<file path="config.mk">
export PLATFORM = sky130hd
export DESIGN_NAME = coarse_align_burst_driver
export DESIGN_NICKNAME = d
export VERILOG_FILES = /design/src/cabd_pkg.sv /design/src/cabd_timer.sv /design/src/cabd_axis.sv /design/src/coarse_align_burst_driver.sv
export SDC_FILE = /design/constraint.sdc
export NUM_CORES = 1
export LEC_CHECK = 0
export BUFFER_PORTS_ARGS = -buffer_cell sky130_fd_sc_hd__buf_2
export CORE_UTILIZATION = 40
export CTS_CLUSTER_SIZE = 24
export DETAILED_ROUTE_END_ITERATION = 16
export GPL_TIMING_DRIVEN = 0
export MAX_ROUTING_LAYER = met4
export PLACE_DENSITY_LB_ADDON = 0.12
export SYNTH_ARGS = -nofsm -noshare
export SYNTH_HDL_FRONTEND = slang
export SYNTH_HIERARCHICAL = 1
export SYNTH_SLANG_ARGS = --single-unit
</file>
<file path="constraint.sdc">
create_clock -name clk -period 15.1 [get_ports clk]
set_clock_uncertainty 0.2 [all_clocks]
set_input_delay 1.51 -clock clk [delete_from_list [all_inputs] [get_ports clk]]
set_output_delay 1.51 -clock clk [all_outputs]
set_load 0.01 [all_outputs]
</file>
<file path="src/cabd_pkg.sv">
`default_nettype none
package cabd_pkg;

  localparam int BACKLOG_BITS = 20;
  localparam int CMD_BITS     = 15;
  localparam int MAG_BITS     = 14;
  localparam int PERIOD_BITS  = 16;
  localparam int PULSE_BITS   = 8;
  localparam int DRIVE_BITS   = 3;
  localparam int IN_BITS      = 48;
  localparam int OUT_BITS     = 56;
  localparam int OUT_USED     = 52;

  localparam logic CFG_BURST_PERIOD = 1'b0;
  localparam logic CFG_MAX_PULSES   = 1'b1;

  localparam logic [PERIOD_BITS-1:0] BURST_PERIOD_RESET = 16'd6400;
  localparam logic [PULSE_BITS-1:0]  MAX_PULSES_RESET   = 8'd24;

  typedef logic signed [BACKLOG_BITS-1:0] backlog_t;

  typedef struct packed {
    logic                write;
    logic [CMD_BITS-1:0] pulse;
  } axis_res_t;

endpackage
`default_nettype wire

</file>
<file path="src/cabd_timer.sv">
`default_nettype none
module cabd_timer (
  input  wire logic                             clk,
  input  wire logic                             rst,
  input  wire logic                             advance,
  input  wire logic [cabd_pkg::DRIVE_BITS-1:0]  drive_bits,
  input  wire logic [cabd_pkg::PERIOD_BITS-1:0] burst_period,
  output logic                                  fire
);
  import cabd_pkg::*;

  logic [PERIOD_BITS-1:0] elapsed;
  logic [PERIOD_BITS-1:0] elapsed_next;
  logic                   prev_active;
  logic                   active;
  logic [PERIOD_BITS:0]   inc;
  logic [PERIOD_BITS-1:0] inc_sat;

  always_comb begin
    active  = |drive_bits;
    inc     = {1'b0, elapsed} + {{PERIOD_BITS{1'b0}}, 1'b1};
    inc_sat = inc[PERIOD_BITS] ? {PERIOD_BITS{1'b1}} : inc[PERIOD_BITS-1:0];
    fire         = 1'b0;
    elapsed_next = '0;
    if (active) begin
      if (!prev_active) begin
        fire = 1'b1;
      end else if (inc_sat >= burst_period) begin
        fire = 1'b1;
      end else begin
        elapsed_next = inc_sat;
      end
    end
  end

  always_ff @(posedge clk) begin
    if (rst) begin
      elapsed     <= '0;
      prev_active <= 1'b0;
    end else if (advance) begin
      elapsed     <= elapsed_next;
      prev_active <= active;
    end
  end
endmodule
`default_nettype wire

</file>
<file path="src/cabd_axis.sv">
`default_nettype none
module cabd_axis (
  input  wire logic                            clk,
  input  wire logic                            rst,
  input  wire logic                            advance,
  input  wire logic                            fire,
  input  wire logic                            en,
  input  wire logic [cabd_pkg::CMD_BITS-1:0]   cmd,
  input  wire logic [cabd_pkg::PULSE_BITS-1:0] max_pulses,
  output cabd_pkg::axis_res_t                  res
);
  import cabd_pkg::*;

  backlog_t                  backlog;
  backlog_t                  backlog_next;
  logic signed [BACKLOG_BITS:0] addend;
  logic signed [BACKLOG_BITS:0] sum;
  backlog_t                  b;
  logic                      neg;
  logic [BACKLOG_BITS-1:0]   mag;
  logic [BACKLOG_BITS-1:0]   mag_left;
  logic [PULSE_BITS-1:0]     delta;

  always_comb begin
    if (cmd[CMD_BITS-1]) begin
      addend = -$signed({{(BACKLOG_BITS+1-MAG_BITS){1'b0}}, ~cmd[MAG_BITS-1:0]});
    end else begin
      addend = $signed({{(BACKLOG_BITS+1-MAG_BITS){1'b0}}, cmd[MAG_BITS-1:0]});
    end
    sum = {backlog[BACKLOG_BITS-1], backlog} + addend;
    if (!en) begin
      b = backlog;
    end else if (sum[BACKLOG_BITS] != sum[BACKLOG_BITS-1]) begin
      b = sum[BACKLOG_BITS] ? {1'b1, {(BACKLOG_BITS-1){1'b0}}}
                            : {1'b0, {(BACKLOG_BITS-1){1'b1}}};
    end else begin
      b = sum[BACKLOG_BITS-1:0];
    end
    neg = b[BACKLOG_BITS-1];
    mag = neg ? BACKLOG_BITS'(-b) : BACKLOG_BITS'(b);
    if (mag >= {{(BACKLOG_BITS-PULSE_BITS){1'b0}}, max_pulses}) begin
      delta = max_pulses;
    end else begin
      delta = mag[PULSE_BITS-1:0];
    end
    mag_left     = mag - {{(BACKLOG_BITS-PULSE_BITS){1'b0}}, delta};
    backlog_next = neg ? backlog_t'(-mag_left) : backlog_t'(mag_left);
    res.write = fire && (delta != '0);
    res.pulse = res.write
              ? {neg, {(CMD_BITS-1-PULSE_BITS){1'b0}}, delta} : '0;
  end

  always_ff @(posedge clk) begin
    if (rst) begin
      backlog <= '0;
    end else if (advance && fire) begin
      backlog <= backlog_next;
    end
  end
endmodule
`default_nettype wire

</file>
<file path="src/coarse_align_burst_driver.sv">
`default_nettype none
// Coarse-alignment burst driver. One request on s_axis is one drive tick and
// always yields exactly one request on m_axis, in order. A burst fires on the
// tick where any drive enable comes on from all-off, then every burst_period
// ticks while any enable stays on; on a burst each enabled axis folds its
// ones'-complement command into a saturating signed backlog, and every axis
// emits a sign-magnitude pulse word of at most max_pulses from its backlog.
// Non-burst ticks give an all-zero result. Throughput is one tick per clock
// while m_axis_tready does not stall the output; a tick passes the input
// register, then the result register, with the backlog and timer state closing their loop between the two.
// Configuration writes are always accepted and must be made while idle.
module coarse_align_burst_driver (
  input  wire logic                          clk,
  input  wire logic                          rst,
  input  wire logic                          s_axis_tvalid,
  output logic                               s_axis_tready,
  // drive_bits[2:0], cmd_x[17:3], cmd_y[32:18], cmd_z[47:33]
  input  wire logic [cabd_pkg::IN_BITS-1:0]  s_axis_tdata,
  output logic                               m_axis_tvalid,
  input  wire logic                          m_axis_tready,
  // burst_fired[0], clear_x[1], clear_y[2], clear_z[3], write_x[4],
  // pulse_x[19:5], write_y[20], pulse_y[35:21], write_z[36], pulse_z[51:37]
  output logic [cabd_pkg::OUT_BITS-1:0]      m_axis_tdata,
  input  wire logic                          cfg_valid,
  output logic                               cfg_ready,
  input  wire logic                          cfg_index,
  input  wire logic [15:0]                   cfg_data
);
  import cabd_pkg::*;

  logic [PERIOD_BITS-1:0] burst_period;
  logic [PULSE_BITS-1:0]  max_pulses;
  logic                   in_valid;
  logic [IN_BITS-1:0]     in_data;
  logic                   advance;
  logic                   fire;
  logic [DRIVE_BITS-1:0]  drive;
  axis_res_t              res_x;
  axis_res_t              res_y;
  axis_res_t              res_z;
  logic [OUT_USED-1:0]    result;

  assign cfg_ready     = 1'b1;
  assign advance       = in_valid && (!m_axis_tvalid || m_axis_tready);
  assign s_axis_tready = !in_valid || advance;
  assign drive         = in_data[DRIVE_BITS-1:0];

  always_ff @(posedge clk) begin
    if (rst) begin
      burst_period <= BURST_PERIOD_RESET;
      max_pulses   <= MAX_PULSES_RESET;
    end else if (cfg_valid) begin
      unique case (cfg_index)
        CFG_BURST_PERIOD: burst_period <= cfg_data;
        CFG_MAX_PULSES:   max_pulses   <= cfg_data[PULSE_BITS-1:0];
        default:          ;
      endcase
    end
  end

  always_ff @(posedge clk) begin
    if (rst) begin
      in_valid <= 1'b0;
    end else if (s_axis_tready) begin
      in_valid <= s_axis_tvalid;
    end
  end

  always_ff @(posedge clk) begin
    if (s_axis_tvalid && s_axis_tready) begin
      in_data <= s_axis_tdata;
    end
  end

  cabd_timer u_timer (
    .clk          (clk),
    .rst          (rst),
    .advance      (advance),
    .drive_bits   (drive),
    .burst_period (burst_period),
    .fire         (fire)
  );

  cabd_axis u_axis_x (
    .clk        (clk),
    .rst        (rst),
    .advance    (advance),
    .fire       (fire),
    .en         (drive[2]),
    .cmd        (in_data[17:3]),
    .max_pulses (max_pulses),
    .res        (res_x)
  );

  cabd_axis u_axis_y (
    .clk        (clk),
    .rst        (rst),
    .advance    (advance),
    .fire       (fire),
    .en         (drive[1]),
    .cmd        (in_data[32:18]),
    .max_pulses (max_pulses),
    .res        (res_y)
  );

  cabd_axis u_axis_z (
    .clk        (clk),
    .rst        (rst),
    .advance    (advance),
    .fire       (fire),
    .en         (drive[0]),
    .cmd        (in_data[47:33]),
    .max_pulses (max_pulses),
    .res        (res_z)
  );

  assign result = {res_z.pulse, res_z.write, res_y.pulse, res_y.write,
                   res_x.pulse, res_x.write,
                   fire & drive[0], fire & drive[1], fire & drive[2], fire};

  always_ff @(posedge clk) begin
    if (rst) begin
      m_axis_tvalid <= 1'b0;
    end else if (advance) begin
      m_axis_tvalid <= 1'b1;
    end else if (m_axis_tready) begin
      m_axis_tvalid <= 1'b0;
    end
  end

  always_ff @(posedge clk) begin
    if (advance) begin
      m_axis_tdata <= {{(OUT_BITS-OUT_USED){1'b0}}, result};
    end
  end
endmodule
`default_nettype wire
</file>
==> metrics.cfg, run 1 <==
[timing]
fmax_mhz = 71.70
tightestPinTransition_ns = 1.152
rsz0062_at_grt = false
fin_tns_setup_ns = 0
finalSetupViolCount = 0
drv_slew = 0
post-route-period-util = 0.9236
hold_viol_final = 0
fin_ws_ns = 1.153
whs_ns = 0.2698
slew_headroom = 0.2122
final.min_clock_period_ns = 13.95

[clocking]
h-tree-depth = 1
postCtsSetupBuffers = 0
numCtsBuffers = 26
clk_latency_ns = 0.55
cts_hold_buf = 0
cts_sinks = 203
cts_tree = yes
cts_root_buf = clkbuf_16
clockBufferDepth = 3
ctsResizeCount = 0
clkSlewWorstSetupHoldPaths_ns = 0.06

[place]
gp_congestion = 0.9344
dp.cells = 3452
pre_cts_slack_ns = 1.466
dp_hpwl_um = 54590
post_dp_cell_area_um2 = 23260
portBuffers = 123

[power_and_ir_drop]
swShare = 0.4729
pwr-share-clk = 0.188
power_mw = 3.356
pwr-share-comb = 0.608
seqPwrFrac = 0.204
internal_power_mw = 1.769
p_per_area_nw_per_um2 = 139.1
p_leak_nw = 9.422
irDropWorstVdd_uv = 90.75
p_switching_mw = 1.587

[logic_synthesis]
avgSynthCellArea_um2 = 8.269
synthArstFlopShare = 0
yosysWarnings = 6
ys_seq_area_frac = 0.2336
ys_types = 130
synth.most_common_cell = nand2_1
synth_top_area_share = 0.1385
ys_top_cells_by_area = edfxtp_1 14%, dfxtp_1 9.5%, ha_1 7.6%, xnor2_1 5.0%, nand2_1 4.1%
synthTopCellsByCount = 237 x nand2_1, 203 x nor2_1, 169 x a21oi_1
synth_cells = 2622
netlist_area_um2 = 21680
yosysTopAreaCell = edfxtp_1
synth-seq-cells = 203
synthFlopType = dfxtp_1
synth_edf_count = 100

[route]
first_pass_iters = 6
wire_per_inst_um = 19.60
viasPerCell = 5.911
wirelength_um = 68610
drc = 0
vias = 20687
drt_first_iter_violations = 1549
drtAntennaViolNets = 0

[floorplan]
io_pins = 129
die-width_um = 234.8
start_util = 0.4085
die_area_um2 = 55140
die_h_um = 234.8
placementRows = 84
core_um2 = 53080

[grt]
grt_pass1_vias = 19659
grtUsageTotal = 0.2498
overflow = 0
grt_first_pass_wirelength_um = 108700
grt_max_degree = 63
antenna_found_initial = 0

[setup_path]
worst_setup_path_end_kind = register
critPathArrivalTime_ns = 14.15
cp_max_fo = 10
max_stage_delay_ns = 0.64
required_ns = 15.30
crit_slowest_cell = or4b_1
critPathLaunchType = register
crit_top_cell = a21o_1
crit_type = reg -> reg

[cells_and_area]
post-route-util = 0.4546
final_layout_size_suffix_gt1_frac = 0.1287
instances_no_fill = 3500
n_antenna_cell = 0
syn_to_final_growth_pct = 11.28
design_area_um2 = 24130
fin_nets = 2996

[hold_path]
hold_path.class = reg -> reg

[run]
cap_violations = 0

[status]
outcome = finished clean

power by group through the flow:
| stage | Clock [mW] | Sequential [mW] | Combinational [mW] |
|---|---|---|---|
| 6_report | 0.632 | 0.684 | 2.04 |
| 3_5_place_dp | 0 | 0.694 | 1.98 |
| 3_3_place_gp | 0 | 0.694 | 1.97 |
| 5_1_grt | 0.667 | 0.687 | 2.24 |
| 4_1_cts | 0.647 | 0.683 | 2.00 |
| 2_1_floorplan | 0 | 0.667 | 1.53 |
sequential cells by signal (all words and copies together) (netlist names):
name                 cells
burst_period            16
in_data                 48
in_valid                 1
m_axis_tdata            52
m_axis_tvalid            1
max_pulses               8
u_axis_x/backlog        20
u_axis_y/backlog        20
u_axis_z/backlog        20
u_timer/elapsed         16
u_timer/prev_active      1
path summary, 6_finish.rpt:
| path | slack, ns | end | start | cells after the start |
|---|---|---|---|---|
| worst min-delay path | 0.27 | burst_period[13]$_SDFFE_PP0P_ | burst_period[13]$_SDFFE_PP0P_ | 2 |
| worst max-delay path | 1.15 | u_axis_x/backlog[14]$_SDFFE_PP0P_ | in_data[3]$_DFFE_PP_ | 47 |
| worst max register to register | 1.15 | u_axis_x/backlog[14]$_SDFFE_PP0P_ | in_data[3]$_DFFE_PP_ | 47 |
| worst min register to register | 0.27 | burst_period[13]$_SDFFE_PP0P_ | burst_period[13]$_SDFFE_PP0P_ | 2 |
final cells by class:
cell class | count | area, um2
plain buffers | 145 | 772.0
clock buffers | 34 | 734.5
multi-input cells | 2201 | 15580
inverters | 91 | 341.6
clock inverters | 14 | 137.6
repair buffers | 124 | 635.6
flip-flops and latches | 203 | 5065
fillers | 5236 | 28950
well taps | 688 | 860.8
cell families (layout without fill, tap and decap cells):
family,Yosys count,after routing,share of synthesized area
other,5,23,0.0008657
muxes,72,72,0.03410
AOI/OAI and AO/OA,804,804,0.2681
DFF,203,203,0.2336
buffers and inverters,236,408,0.05136
and+or+nand+nor,937,937,0.2353
adders and majority gates,152,152,0.08679
xor gates and xnor gates,213,213,0.08985
cell usage in the layout (no fill, tap or decap), types with 91 or more instances in the layout:
cell type / Yosys / routed
o21ai_0: 97 / 97
edfxtp_1: 100 / 100
ha_1: 131 / 131
buf_2: 25 / 148
a21oi_1: 169 / 169
dfxtp_1: 103 / 103
nand2_1: 237 / 237
nor2_1: 203 / 203
inv_1: 91 / 91
xnor2_1: 124 / 124
critical path, delay by kind of cell (launching register included):
kind | cells | cell delay (ns)
xor gates and xnor gates | 2 | 0.73
muxes | 3 | 0.94
and+or+nand+nor | 5 | 1.59
AOI/OAI and AO/OA | 24 | 6.06
DFF | 1 | 0.48
buffers and inverters | 5 | 1.24
adders and majority gates | 8 | 2.55
routing by layer:
layer	GRT usage	vias up	routed length, um
met4	0.07955	0	2282
met5	-	-	0
met2	0.3815	655	29850
li1	-	10197	-
met1	0.3420	9713	32790
met3	0.03043	122	3684
No activity file was read; power rests on OpenSTA's default activity.
==> run 2: changes to the inputs <==
--- a/config.mk
+++ b/config.mk
@@ -5,6 +5,7 @@
 export SDC_FILE = /design/constraint.sdc
 export NUM_CORES = 1
 export LEC_CHECK = 0
+export ABC_CLOCK_PERIOD_IN_PS = 14240
 export BUFFER_PORTS_ARGS = -buffer_cell sky130_fd_sc_hd__buf_2
 export CORE_UTILIZATION = 40
 export CTS_CLUSTER_SIZE = 24
@@ -12,6 +13,7 @@
 export GPL_TIMING_DRIVEN = 0
 export MAX_ROUTING_LAYER = met4
 export PLACE_DENSITY_LB_ADDON = 0.12
+export SLEW_MARGIN = 20
 export SYNTH_ARGS = -nofsm -noshare
 export SYNTH_HDL_FRONTEND = slang
 export SYNTH_HIERARCHICAL = 1
==> constraint.sdc (replaced) <==
create_clock -name clk -period 14.24 [get_ports clk]
set_clock_uncertainty 0.2 [all_clocks]
set_input_delay 1.424 -clock clk [delete_from_list [all_inputs] [get_ports clk]]
set_output_delay 1.424 -clock clk [all_outputs]
set_load 0.01 [all_outputs]
==> metrics.cfg, run 2 (synthesis results as in run 1) <==
[place]
pre_cts_slack_ns = 0.6040
dp_hpwl_um = 54370
post_dp_cell_area_um2 = 23280
portBuffers = 123
gp_congestion = 0.9344

[cells_and_area]
post-route-util = 0.4554
n_antenna_cell = 0
layout_commonest_cell = nand2_1
final_layout_size_suffix_gt1_frac = 0.1312
regArea_um2 = 5065
fillers = 5200
reg_top3 = m_axis_tdata x52, in_data x48
design_area_um2 = 24170
top_register = m_axis_tdata
multi_input_area_um2 = 15610
fin_nets = 2996
layout_common_cells = 237 x nand2_1, 203 x nor2_1, 168 x a21oi_1
largest_reg_flops = 52
syn_to_final_growth_pct = 11.48

[route]
viasPerCell = 5.934
wire_per_inst_um = 19.61
wirelength_um = 68620
drtAntennaViolNets = 0
drt_first_iter_violations = 1653
drc = 0
vias = 20769
first_pass_iters = 6

[floorplan]
die_area_um2 = 55140
die_h_um = 234.8
placementRows = 84
io_pins = 129
core_um2 = 53080
die-width_um = 234.8
start_util = 0.4085

[clocking]
clockBufferDepth = 3
numCtsBuffers = 26
h-tree-depth = 1
clkSlewWorstSetupHoldPaths_ns = 0.06
cts_tree = yes
clk_latency_ns = 0.55
cts_sinks = 203
cts_root_buf = clkbuf_16

[timing]
fmax_mhz = 75.06
finalSetupViolCount = 0
final.min_clock_period_ns = 13.32
post-route-period-util = 0.9356
hold_viol_final = 0
tightestPinTransition_ns = 1.074
drv_slew = 0
slew_headroom = 0.2653
fin_ws_ns = 0.9166
rsz0062_at_grt = false
fin_tns_setup_ns = 0

[status]
outcome = finished clean

[setup_path]
crit_slowest_cell = or4b_1
crit_type = reg -> reg
worst_setup_path_end_kind = register
r2r_slack_ns = 0.92
crit_top_cell = a21o_1
critPathLaunchType = register
cp_max_fo = 12
critPathArrivalTime_ns = 13.52
max_stage_delay_ns = 0.64
required_ns = 14.44

[grt]
grt_max_degree = 56
antenna_found_initial = 0
grt_first_pass_wirelength_um = 108300
overflow = 0
grt_pass1_vias = 19680
grtUsageTotal = 0.2487

[power_and_ir_drop]
p_per_area_nw_per_um2 = 147.1
p_leak_nw = 9.430
irDropWorstVdd_uv = 97.75

[hold_path]
hold_path.class = reg -> reg

[run]
cap_violations = 0

## run 2: critical path, delay by kind of cell (launching register included)
kind / cells / cell delay (ns)
flip-flops: 1 / 0.49
XOR/XNOR: 3 / 0.96
AO/OA/AOI/OAI: 23 / 5.66
multiplexers: 2 / 0.70
AND/OR/NAND/NOR: 5 / 1.57
buffers and inverters: 6 / 1.66
adder cells (fa/ha/maj): 6 / 1.87
## run 2: cell type report
type | count | share of cell area
multi-input cells | 2201 | 0.6457
flip-flops and latches | 203 | 0.2095
well taps | 688 | 0.03561
plain buffers | 144 | 0.03183
clock buffers | 36 | 0.03101
repair buffers | 125 | 0.02707
inverters | 91 | 0.01413
clock inverters | 12 | 0.005073
## run 2: what timing repair did
action,CTS,global route
gates resized for setup,0,7
hold buffers,0,0
buffers inserted,0,0
endpoints found under the setup margin,0,8
## run 2: routing by layer
layer,track usage,wire [um]
met1,0.3414,32930
met2,0.3864,30210
met3,0.02420,3468
met4,0.07217,2015
met5,-,0
## run 2: final timing paths
kind | cells past startpoint | endpoint | startpoint
worst min register to register | 2 | burst_period[13]$_SDFFE_PP0P_ | burst_period[13]$_SDFFE_PP0P_
worst max register to register | 45 | u_axis_x/backlog[14]$_SDFFE_PP0P_ | in_data[3]$_DFFE_PP_
worst max-delay path | 45 | u_axis_x/backlog[14]$_SDFFE_PP0P_ | in_data[3]$_DFFE_PP_
worst min-delay path | 2 | burst_period[13]$_SDFFE_PP0P_ | burst_period[13]$_SDFFE_PP0P_
## run 2: report_power, final
| group | total [mW] | switching [mW] | internal (mW) |
|---|---|---|---|
| logic | 2.16 | 1.35 | 0.814 |
| registers | 0.725 | 0.0632 | 0.662 |
| clock network | 0.668 | 0.264 | 0.404 |
| total | 3.56 | 1.68 | 1.88 |
## run 2: through the flow
| stage | power, mW | cells | hold WS [ns] |
|---|---|---|---|
| floorplan | 2.332 | 2640 | 0.2334 |
| global placement | 2.828 | 3451 | 0.2427 |
| detailed placement | 2.838 | 3453 | 0.2579 |
| CTS | 3.533 | 3501 | 0.2662 |
| global route | 3.806 | 3500 | 0.2855 |
| finish | 3.556 | 3500 | 0.2671 |
